## src/utf8_stream_validator_core_assert.svh

```systemverilog
// ============================================================================
// utf8_stream_validator_core_assert.svh
// Assertion macros shared by the UTF-8 stream validator RTL.
// ============================================================================
`ifndef UTF8_STREAM_VALIDATOR_CORE_ASSERT_SVH
`define UTF8_STREAM_VALIDATOR_CORE_ASSERT_SVH

// Implication checked on every clock edge outside reset.
`define USV_ASSERT_IMP(label, clk, rst_n, ante, cons, msg) \
  label: assert property (@(posedge clk) disable iff (!rst_n) (ante) |-> (cons)) \
    else $error(msg);

// Implication whose consequent is checked in the cycle after the antecedent.
`define USV_ASSERT_NEXT(label, clk, rst_n, ante, cons, msg) \
  label: assert property (@(posedge clk) disable iff (!rst_n) (ante) |=> (cons)) \
    else $error(msg);

`endif

```

## src/usv_pkg.sv

```systemverilog
// ============================================================================
// usv_pkg
// Shared widths, types and byte classing for the UTF-8 stream validator.
// ============================================================================
`default_nettype none

package usv_pkg;

  // Width of one string byte and of the pending continuation counter.
  localparam int unsigned BYTE_W = 8;
  localparam int unsigned PEND_W = 2;

  typedef logic [BYTE_W-1:0] byte_t;
  typedef logic [PEND_W-1:0] pend_t;

  // Result of classing one byte that arrives with nothing pending.
  typedef struct packed {
    logic  bad;   // Stray continuation or 11111xxx lead.
    pend_t need;  // Continuation bytes that the lead announces.
  } lead_class_t;

  // True for a 10xxxxxx continuation byte.
  function automatic logic is_cont(input byte_t b);
    return b[7:6] == 2'b10;
  endfunction

  // Class a lead byte by its top bits.
  function automatic lead_class_t class_lead(input byte_t b);
    lead_class_t c;
    c.bad  = 1'b0;
    c.need = pend_t'(0);
    priority casez (b[7:3])
      5'b0????: c.need = pend_t'(0);
      5'b110??: c.need = pend_t'(1);
      5'b1110?: c.need = pend_t'(2);
      5'b11110: c.need = pend_t'(3);
      default:  c.bad  = 1'b1;
    endcase
    return c;
  endfunction

endpackage

`default_nettype wire

```

## src/usv_ifs.sv

```systemverilog
// ============================================================================
// usv_ifs
// Valid/ready channel interfaces for string bytes and per-string results.
// ============================================================================
`default_nettype none

// One string byte per item, with a flag on the final byte.
interface usv_in_if;
  logic               valid;
  logic               ready;
  usv_pkg::byte_t     data_byte;
  logic               last_byte;

  modport source (output valid, output data_byte, output last_byte, input ready);
  modport sink   (input valid, input data_byte, input last_byte, output ready);
endinterface

// One validity verdict per string.
interface usv_out_if;
  logic valid;
  logic ready;
  logic string_valid;

  modport source (output valid, output string_valid, input ready);
  modport sink   (input valid, input string_valid, output ready);
endinterface

`default_nettype wire

```

## src/utf8_stream_validator_core.sv

```systemverilog
// ============================================================================
// utf8_stream_validator_core
// Checks a byte stream for well formed UTF-8 and reports once per string.
// ============================================================================
//
//  Channel   Dir  Payload                    Item
//  in_chan   in   data_byte[7:0], last_byte  one byte of the string
//  out_chan  out  string_valid               verdict on the final byte
//
//  A new byte is accepted every cycle unless a stalled result blocks input.
//  The verdict appears in the result register the cycle after the final
//  byte is accepted, and the per-string state is cleared on that edge.
//  A stalled result blocks input only when the result register is full
//  and out_chan.ready is low.
//  Reset is synchronous, active low, and clears the state and the result valid flag.
//
`default_nettype none

`include "utf8_stream_validator_core_assert.svh"

module utf8_stream_validator_core (
  input  wire logic clk,
  input  wire logic rst_n,
  usv_in_if.sink    in_chan,
  usv_out_if.source out_chan
);
  import usv_pkg::*;

  pend_t       pend_r, pend_nxt;
  logic        err_r, err_nxt;
  logic        out_valid_r;
  logic        string_valid_r, string_valid_nxt;
  logic        in_acc;
  logic        out_acc;
  lead_class_t lead;

  // Accept a byte whenever the result register is free or being drained.
  assign in_chan.ready = !out_valid_r || out_chan.ready;
  assign in_acc        = in_chan.valid && in_chan.ready;
  assign out_acc       = out_valid_r && out_chan.ready;

  assign lead = class_lead(in_chan.data_byte);

  // Next state for one byte, then the verdict when it ends the string.
  always_comb begin
    pend_nxt = pend_r;
    err_nxt  = err_r;
    if (pend_r != pend_t'(0)) begin
      if (is_cont(in_chan.data_byte)) begin
        pend_nxt = pend_r - pend_t'(1);
      end else begin
        err_nxt  = 1'b1;
        pend_nxt = pend_t'(0);
      end
    end else begin
      pend_nxt = lead.need;
      if (lead.bad) begin
        err_nxt = 1'b1;
      end
    end
    string_valid_nxt = !err_nxt && (pend_nxt == pend_t'(0));
  end

  // String state and result register.
  always_ff @(posedge clk) begin
    if (!rst_n) begin
      pend_r      <= pend_t'(0);
      err_r       <= 1'b0;
      out_valid_r <= 1'b0;
    end else begin
      if (in_acc) begin
        if (in_chan.last_byte) begin
          pend_r <= pend_t'(0);
          err_r  <= 1'b0;
        end else begin
          pend_r <= pend_nxt;
          err_r  <= err_nxt;
        end
      end
      if (in_acc && in_chan.last_byte) begin
        out_valid_r <= 1'b1;
      end else if (out_acc) begin
        out_valid_r <= 1'b0;
      end
    end
  end

  // Verdict payload is loaded with the final byte and needs no reset.
  always_ff @(posedge clk) begin
    if (in_acc && in_chan.last_byte) begin
      string_valid_r <= string_valid_nxt;
    end
  end

  assign out_chan.valid        = out_valid_r;
  assign out_chan.string_valid = string_valid_r;

  // A new verdict only follows an accepted final byte.
  `USV_ASSERT_IMP(a_result_from_last, clk, rst_n, $rose(out_valid_r),
    $past(in_acc && in_chan.last_byte), "result raised without a final byte")

  // The final byte leaves the string state cleared.
  `USV_ASSERT_NEXT(a_clear_on_last, clk, rst_n, in_acc && in_chan.last_byte,
    pend_r == pend_t'(0) && !err_r, "state not cleared after final byte")

  // A string already in error is always reported invalid.
  `USV_ASSERT_NEXT(a_error_sticky, clk, rst_n, in_acc && in_chan.last_byte && err_r,
    out_valid_r && !string_valid_r, "erroneous string reported valid")

endmodule

`default_nettype wire
```

## src/flat_wrapper.sv

```systemverilog
// flat-port wrapper written by rule: the top's interface ports become plain ports
module utf8_stream_validator_core_flat import usv_pkg::*;
  (clk, rst_n, in_chan_valid, in_chan_data_byte, in_chan_last_byte, in_chan_ready, out_chan_valid, out_chan_string_valid, out_chan_ready);
  usv_in_if in_chan_i ();
  usv_out_if out_chan_i ();
  input  wire logic clk;
  input  wire logic rst_n;
  input wire logic [$bits(in_chan_i.valid)-1:0] in_chan_valid;
  input wire logic [$bits(in_chan_i.data_byte)-1:0] in_chan_data_byte;
  input wire logic [$bits(in_chan_i.last_byte)-1:0] in_chan_last_byte;
  output wire logic [$bits(in_chan_i.ready)-1:0] in_chan_ready;
  output wire logic [$bits(out_chan_i.valid)-1:0] out_chan_valid;
  output wire logic [$bits(out_chan_i.string_valid)-1:0] out_chan_string_valid;
  input wire logic [$bits(out_chan_i.ready)-1:0] out_chan_ready;
  assign in_chan_i.valid = in_chan_valid;
  assign in_chan_i.data_byte = in_chan_data_byte;
  assign in_chan_i.last_byte = in_chan_last_byte;
  assign in_chan_ready = in_chan_i.ready;
  assign out_chan_valid = out_chan_i.valid;
  assign out_chan_string_valid = out_chan_i.string_valid;
  assign out_chan_i.ready = out_chan_ready;
  utf8_stream_validator_core u_core (.clk(clk), .rst_n(rst_n), .in_chan(in_chan_i), .out_chan(out_chan_i));
endmodule
```

## config.mk

```make
export PLATFORM = sky130hd
export DESIGN_NAME = utf8_stream_validator_core_flat
export DESIGN_NICKNAME = d
export VERILOG_FILES = /design/src/usv_pkg.sv /design/src/usv_ifs.sv /design/src/utf8_stream_validator_core.sv /design/src/flat_wrapper.sv
export VERILOG_INCLUDE_DIRS = /design/src /design/src/src
export SDC_FILE = /design/constraint.sdc
export NUM_CORES = 1
export LEC_CHECK = 0
export BUFFER_PORTS_ARGS = -buffer_cell sky130_fd_sc_hd__buf_4
export CAP_MARGIN = 25
export CORE_AREA = 5 5 42 44
export DETAILED_ROUTE_END_ITERATION = 6
export DIE_AREA = 0 0 47 49
export GPL_TIMING_DRIVEN = 0
export SLEW_MARGIN = 20
export SYNTH_ARGS = -nofsm -noshare
export SYNTH_HDL_FRONTEND = slang
export SYNTH_SLANG_ARGS = --single-unit
```

## constraint.sdc

```tcl
create_clock -name clk -period 1.37 [get_ports clk]
set_input_delay 0.137 -clock clk [delete_from_list [all_inputs] [get_ports clk]]
set_output_delay 0.137 -clock clk [all_outputs]
set_load 0.03 [all_outputs]
```

# [After elaboration in Yosys (flattened, before gate mapping)]
# Index checks and enable logic that the tools add are counted.
[word_totals] register_bits=5 in_bits=13 output_inout_bits=3 elab_cells=31
[op_classes] n_addsub=1 eq_ne=4 n_mux=10 bitwise_logic=1 reduce_logical=11
[op_table] cell="1-bit 2-to-1 mux" count=6
[op_table] cell="2-bit 2-to-1 mux" count=3
[op_table] cell="2-bit case mux with 3 select lines" count=1
[op_table] cell="5-bit == test, second input constant" count=1
[op_table] cell="4-bit == test, second input constant" count=1
[op_table] cell="1-bit logical AND" count=4
[op_table] cell="2-bit nonzero test" count=2
[op_table] cell="4-bit OR reduction" count=1
[op_table] cell="3-bit == test, second input constant" count=1
[op_table] cell="2-bit == test, second input constant" count=1
[op_table] cell="1-bit zero test" count=2
[op_table] cell="2-bit zero test" count=1
[op_table] cell="2-bit by 1-bit subtractor with 2-bit output, second input constant" count=1
[op_table] cell="1-bit logical OR" count=1
[op_table] cell="1-bit NOT" count=1

# [Longest topological paths before layout]
# Gate-level depths: netlist (run 1).
[depth] word_depth=6 depth_mapped=6 ltp_nobuf=6

# [Worst setup path before layout (run 1)]
# Ideal clock, no wire load.
[synth_path] kind="register -> register" startpoint="register u_core.pend_r[0]" endpoint="register u_core.string_valid_r, in the netlist u_core.out_chan.string_valid, data pin" setup_ns=0.256 arrival_time_ns=1.217 t_required_ns=1.114 slack_ns=-0.103 stages_incl_launch_ff=7 path_buffers=0 period_less_slack_ns=1.473 path_cell_list="dfxtp_1 inv_1 ha_1 or3b_4 nor2_1 a21oi_1 nor3b_1"
[synth_between] elab_chain_cells=5 elab_cells_between_ends=8 cone_classes="add/sub (1); mux (3); reduce/logical (4)"
[synth_rtl] element="start, declared" line="utf8_stream_validator_core.sv:29" text="pend_t pend_r, pend_nxt;"
[synth_rtl] element="start signal, assigned" line="utf8_stream_validator_core.sv:67" text="pend_r <= pend_t'(0);"
[synth_rtl] element="start signal, assigned" line="utf8_stream_validator_core.sv:73" text="pend_r <= pend_t'(0);"
[synth_rtl] element="start signal, assigned" line="utf8_stream_validator_core.sv:76" text="pend_r <= pend_nxt;"
[synth_rtl] element="2-bit by 1-bit subtractor with 2-bit output" line="utf8_stream_validator_core.sv:50" text="pend_nxt = pend_r - pend_t'(1);"
[synth_rtl] element="2-bit 2-to-1 mux" line="utf8_stream_validator_core.sv:49" text="if (is_cont(in_chan.data_byte)) begin"
[synth_rtl] element="2-bit 2-to-1 mux" line="utf8_stream_validator_core.sv:48" text="if (pend_r != pend_t'(0)) begin"
[synth_rtl] element="2-bit zero test" line="utf8_stream_validator_core.sv:61" text="string_valid_nxt = !err_nxt && (pend_nxt == pend_t'(0));"
[synth_rtl] element="1-bit logical AND *" line="utf8_stream_validator_core.sv:61"
[synth_rtl] element="named net u_core.string_valid_nxt" line="utf8_stream_validator_core.sv:32" text="logic string_valid_r, string_valid_nxt;"
[synth_rtl] element="end signal, assigned" line="utf8_stream_validator_core.sv:91" text="string_valid_r <= string_valid_nxt;"
[synth_rtl] element="end, declared" line="utf8_stream_validator_core.sv:32"
# The timed path passes the listed nets; every way through them passes the cells marked *.
# A chain may end at the register's enable or synchronous reset.

# [Worst setup path in the final report (run 1)]
[layout_path] startpoint="register u_core.pend_r[1]" endpoint="register u_core.string_valid_r, in the netlist u_core.out_chan.string_valid, data pin"
# Same word-level chain as after synthesis.

==> flow_metrics.env, run 1 <==
export IMPL_rows=14
export IMPL_dieHeight_microns=49
export IMPL_setup_ws_ps=-80.72
export IMPL_layout_drive_gt1_share_pct=50.00
export IMPL_cp_end_kind="flip-flop"
export IMPL_setup_viol_count_final=2
export IMPL_cts_tree="yes"
export IMPL_synth_nets=53
export IMPL_cp_start_kind="flip-flop"
export IMPL_clock_fmax_mhz=689.3
export IMPL_drv_cap=0
export IMPL_synth_avg_cell_area_sq_um=7.700
export IMPL_hold_violations=0
export IMPL_r2r_start="u_core.pend_r[1]$_SDFFE_PN0P_"
export IMPL_seq_area_frac_synth_pct=36.67
export IMPL_ff2ff_path_depth=6
export IMPL_yosysWarnings=0
export IMPL_async_flop_share_pct=0
export IMPL_pwr_share_seq_pct=38.8
export IMPL_rsz0062_at_grt="true"
export IMPL_leakage_nw=0.2323
export IMPL_swShare_pct=24.40
export IMPL_die_w_microns=47
export IMPL_h_tree_depth=1
export IMPL_cts_sinks=5
export IMPL_hpwl_microns=546.1
export IMPL_skew_ps=1.601
export IMPL_cts_buffer_depth=2
export IMPL_via_per_inst=4.392
export IMPL_portBuffers=12
export IMPL_hold_path_class="in2reg"
export IMPL_synth_seq_cells=5
export IMPL_ant_nets=0
export IMPL_fin_nets=73
export IMPL_clk_latency_ps=240
export IMPL_synth_cell_types=19
export IMPL_worstMarginPinSlew_ps=208.3
export IMPL_drt_total_wl_microns=676
export IMPL_grt_pass1_vias=334
export IMPL_grt_max_degree=6
export IMPL_power_w=0.0004139
export IMPL_cts_buffers=3
export IMPL_power_frac_clock_pct=40.4
export IMPL_dr_pass1_iters=2
export IMPL_startpoint="u_core.pend_r[1]$_SDFFE_PN0P_"
export IMPL_finalCritPeriodShare_pct=105.9
export IMPL_grt_usage_pct=7.259
export IMPL_synth_edf_count=1
export IMPL_vias=325
export IMPL_syn_area_sq_um=300.3
export IMPL_min_from="rst_n"
export IMPL_status="complete, but fails checks"
export IMPL_post_drt_wl_per_cell_microns=9.135
export IMPL_clockRootBuffer="clkbuf_4"
export IMPL_final_max_slew_viol_count=0
export IMPL_comb_power_share_pct=20.8
export IMPL_slew_headroom_pct=85.96
export IMPL_yosys_most_used_dff="dfxtp_1"
export IMPL_crit_required_ps=1360
export IMPL_start_util_pct=21.43
export IMPL_grt_ovfl_total=0
export IMPL_core_area_sq_um=1401
export IMPL_critPathKind="reg2reg"
export IMPL_synth_cells=39
export IMPL_violations="negative setup slack"
export IMPL_holdPathStages=2
export IMPL_grt_pass1_wl_microns=1193
export IMPL_p_switching_w=0.0001010
export IMPL_antenna_found_initial=0
export IMPL_p_int_w=0.0003129
export IMPL_drt_initial_drc_count=3
export IMPL_io_pins=16
export IMPL_cts_clk_slew_worst_paths_ps=40
export IMPL_fin_crit_ps=1451
export IMPL_peakVddDrop_mv=0.4610
export IMPL_dieArea_sq_um=2303
export IMPL_preCtsSetupSlack_ps=-141.5
export IMPL_drc_errors=0
export IMPL_gp_congestion=0.8013
export IMPL_crit_fanout=4
export IMPL_layout_area_overhead_vs_synth_pct=66.67
export IMPL_cp_data_arrival_time_ps=1440
export IMPL_p_per_area_nw_per_um2=827.0
export IMPL_antenna_cells=0
[critical path, stage by stage, from the launching register on]
cell	delay (ps)
dfxtp_2	330
inv_2	40
ha_4	150
or3b_4	400
nor2_4	100
a21oi_2	40
nor3b_2	150
[final cells by class]
type / instances / area [sq um]
Tap cell: 16 / 20.02
Clock buffer: 4 / 26.28
Fill cell: 154 / 900.9
Sequential cell: 5 / 112.6
Multi-Input combinational cell: 27 / 202.7
Timing Repair Buffer: 15 / 112.6
Inverter: 7 / 26.28
[Yosys cell counts, types with 2 or more instances]
cell	instances	area, sq um
nor2_1	3	11.26
nand3_1	3	15.01
dfxtp_1	4	80.08
o21ai_0	5	25.02
a21oi_1	2	10.01
nand2_1	3	11.26
inv_1	7	26.28
[kinds of logic after synthesis]
logic type | share of synthesized area [%]
flip-flops | 36.67
AO/OA/AOI/OAI | 22.50
adder cells (fa/ha/maj) | 4.166
AND/OR/NAND/NOR | 27.92
buffers and inverters | 8.752
[routing by layer]
layer  part of all wire [%]  routed length, microns  vias up  global-route usage (%)
li1                       -                       -      174                       -
met1                     38                     255      141                   6.388
met2                     54                     362        8                   11.99
met3                    5.9                      40        2                   4.428
met4                    2.5                      17        0                   4.147
met5                      0                       0        -                       0
[worst paths after layout]
kind                                                  to  slack, ps
setup / recovery  u_core.out_chan.string_valid$_DFFE_PP_        -80
hold / removal                 u_core.err_r$_SDFFE_PN0P_        160
setup reg to reg  u_core.out_chan.string_valid$_DFFE_PP_        -80
hold reg to reg            u_core.pend_r[1]$_SDFFE_PN0P_        470
[metrics by stage]
step / cells / TNS (ps) / utilization [%] / cell area, sq um / hold slack, ps
after CTS: 74 / -122.8 / 34.20 / 479.2 / 158.3
after global placement: 67 / -204.7 / 29.55 / 414.1 / 406.5
final: 74 / -87.57 / 35.71 / 500.5 / 165.0
after detailed placement: 67 / -194.0 / 29.55 / 414.1 / 412.0
after floorplan: 39 / -66.29 / - / 304.0 / 270.4
after global routing: 74 / -200.4 / 35.71 / 500.5 / 168.4
[cell usage in the layout (no fill, tap or decap), types with 2 or more instances in the layout]
cell type  netlist  layout
nor2_1           3       2
dfxtp_1          4       2
clkbuf_4         0       3
buf_4            0      15
inv_2            0       2
o21ai_1          0       2
o21ai_0          5       3
nand3_1          3       3
inv_1            7       5
nand2_1          3       3
dfxtp_2          0       2
[power by group through the flow]
stage	registers, W	logic, W	clock network (W)
6_report	0.000161	0.0000861	0.000167
5_1_grt	0.000161	0.0000952	0.000193
4_1_cts	0.000161	0.0000807	0.000176
3_5_place_dp	0.000163	0.0000741	0
3_3_place_gp	0.000163	0.0000739	0
2_1_floorplan	0.000169	0.0000296	0
[timing repair]
| action | 4_1_cts | 5_1_grt |
|---|---|---|
| pin swaps | 3 | 2 |
| resized for setup | 5 | 7 |
| setup buffers | 3 | 0 |
| setup endpoints to repair | 2 | 4 |
| hold buffers | 0 | 0 |
[flip-flops by register name, summed over array words and instances (netlist names)]
| register | count |
|---|---|
| u_core.out_chan.string_valid | 1 |
| u_core.pend_r | 2 |
| u_core.out_chan.valid | 1 |
| u_core.err_r | 1 |
(Power assumes the default switching activity.)
==> run 2: changes to the inputs <==
CAP_MARGIN = 20   (was 25)
PLACE_DENSITY = 0.56   (was default)
==> run 2 against run 1 <==
The flow still finishes with violations (negative setup slack). Clock skew increased by 1.0 ps. Worst setup slack got worse by 54 ps. Combinational power decreased by 4.3%. Register-to-register slack got worse by 50 ps. Hold slack improved by 5.1 ps. Sequential power about the same. Sequential cell count unchanged.
==> flow_metrics.env, run 2 (same netlist as run 1, synthesis figures left out) <==
export IMPL_slew_headroom_pct=84.90
export IMPL_die_w_microns=47
export IMPL_layout_area_overhead_vs_synth_pct=61.67
export IMPL_fin_crit_ps=1505
export IMPL_fillers=155
export IMPL_cp_start_kind="flip-flop"
export IMPL_start_util_pct=21.43
export IMPL_cts_tree="yes"
export IMPL_peakVddDrop_mv=0.5000
export IMPL_power_frac_clock_pct=41.0
export IMPL_grt_usage_pct=7.324
export IMPL_hold_path_class="in2reg"
export IMPL_p_int_w=0.0003081
export IMPL_largest_reg_flops=2
export IMPL_skew_ps=2.636
export IMPL_grt_pass1_wl_microns=1152
export IMPL_dieArea_sq_um=2303
export IMPL_cts_clk_slew_worst_paths_ps=40
export IMPL_h_tree_depth=1
export IMPL_grt_pass1_vias=301
export IMPL_highest_layer="met4"
export IMPL_final_common_cell="buf_4"
export IMPL_comb_power_share_pct=20.1
export IMPL_cts_buffers=3
export IMPL_leakage_nw=0.2262
export IMPL_crit_fanout=4
export IMPL_vias=325
export IMPL_status="complete, but fails checks"
export IMPL_p_switching_w=0.0001016
export IMPL_io_pins=16
export IMPL_finalCritPeriodShare_pct=109.9
export IMPL_rows=14
export IMPL_grt_ovfl_total=0
export IMPL_drt_initial_drc_count=8
export IMPL_met3_length_microns=40
export IMPL_violations="negative setup slack"
export IMPL_setup_viol_count_final=2
export IMPL_cts_buffer_depth=2
export IMPL_final_cell_mix="14 x buf_4, 5 x inv_1, 4 x o21ai_0"
export IMPL_dieHeight_microns=49
export IMPL_worstMarginPinSlew_ps=224.2
export IMPL_clockRootBuffer="clkbuf_4"
export IMPL_largest_register="u_core.pend_r"
export IMPL_via_per_inst=4.452
export IMPL_seq_area_sq_um=115.1
export IMPL_route_met2_wl_microns=400
export IMPL_ant_nets=0
export IMPL_drv_cap=0
export IMPL_cp_data_arrival_time_ps=1490
export IMPL_fin_tns_setup_ps=-157.8
export IMPL_post_drt_wl_per_cell_microns=10.32
export IMPL_multiInputGateArea_sq_um=192.7
export IMPL_hpwl_microns=553.1
export IMPL_drt_total_wl_microns=753
export IMPL_final_max_slew_viol_count=0
export IMPL_fin_nets=72
export IMPL_pwr_share_seq_pct=38.9
export IMPL_drc_errors=0
export IMPL_crit_required_ps=1360
export IMPL_final_util_pct=34.64
export IMPL_clk_latency_ps=240
export IMPL_hold_violations=0
export IMPL_cp_end_kind="flip-flop"
export IMPL_antenna_cells=0
export IMPL_cts_sinks=5
export IMPL_layout_drive_gt1_share_pct=47.37
export IMPL_p_per_area_nw_per_um2=843.7
export IMPL_setup_ws_ps=-135.0
export IMPL_critPathKind="reg2reg"
export IMPL_gp_congestion=0.8129
export IMPL_dr_pass1_iters=3
export IMPL_core_area_sq_um=1401
export IMPL_antenna_found_initial=0
export IMPL_portBuffers=12
export IMPL_swShare_pct=24.79
export IMPL_rsz0062_at_grt="true"
export IMPL_grt_max_degree=6
export IMPL_clock_fmax_mhz=664.4
export IMPL_wl_met1_microns=299
## run 2: metal layers
| metal | vias up | GRT usage [%] |
|---|---|---|
| li1 | 173 | - |
| met1 | 143 | 7.253 |
| met2 | 7 | 10.63 |
| met3 | 2 | 6.642 |
| met4 | 0 | 2.765 |
| met5 | - | 0 |
## run 2: worst max-delay path, cell delays in order (launching register included)
cell     delay (ps)
dfxtp_4         340
inv_2            40
ha_4            150
or3b_4          400
nor2_4          130
a21oi_2          40
nor3b_2         160
## run 2: per-stage QoR
stage                power, W  cell area [sq um]  std cells  worst slack, ps  hold WS, ps
detailed placement  0.0002375              414.1         67           -134.6        412.1
CTS                 0.0004145              464.2         72           -119.7        163.3
finish              0.0004096              485.5         73           -135.0        170.1
floorplan           0.0001990              304.0         39           -66.29        270.4
global placement    0.0002371              414.1         67           -157.0        408.3
global route        0.0004419              485.5         73           -180.1        156.5
## run 2: path summary, 6_finish.rpt
kind	startpoint	to	slack (ps)	cells past startpoint
setup / recovery	u_core.pend_r[0]$_SDFFE_PN0P_	u_core.out_chan.string_valid$_DFFE_PP_	-140	6
hold / removal	rst_n	u_core.err_r$_SDFFE_PN0P_	170	2
setup reg to reg	u_core.pend_r[0]$_SDFFE_PN0P_	u_core.out_chan.string_valid$_DFFE_PP_	-140	6
hold reg to reg	u_core.pend_r[1]$_SDFFE_PN0P_	u_core.pend_r[1]$_SDFFE_PN0P_	460	2
## run 2: repair_timing
action	CTS	global route
hold endpoints to repair	0	0
buffers inserted	1	1
pin swaps	3	2
gates resized for setup	5	5
endpoints found under the setup margin	2	4
hold buffers	0	0
## run 2: cell type report
type	instances	share of cell area [%]
clock buffer	4	5.412
tap	16	4.124
multi-input combinational	27	39.69
inverter	7	5.412
sequential	5	23.71
timing repair buffer	14	21.65
## run 2: power groups by stage
| stage | clock (W) | sequential [W] | combinational [W] |
|---|---|---|---|
| after floorplan | 0 | 0.000169 | 0.0000296 |
| after global placement | 0 | 0.000163 | 0.0000743 |
| after detailed placement | 0 | 0.000163 | 0.0000746 |
| after CTS | 0.000175 | 0.000161 | 0.0000790 |
| after global routing | 0.000192 | 0.000160 | 0.0000907 |
| final | 0.000168 | 0.000159 | 0.0000824 |
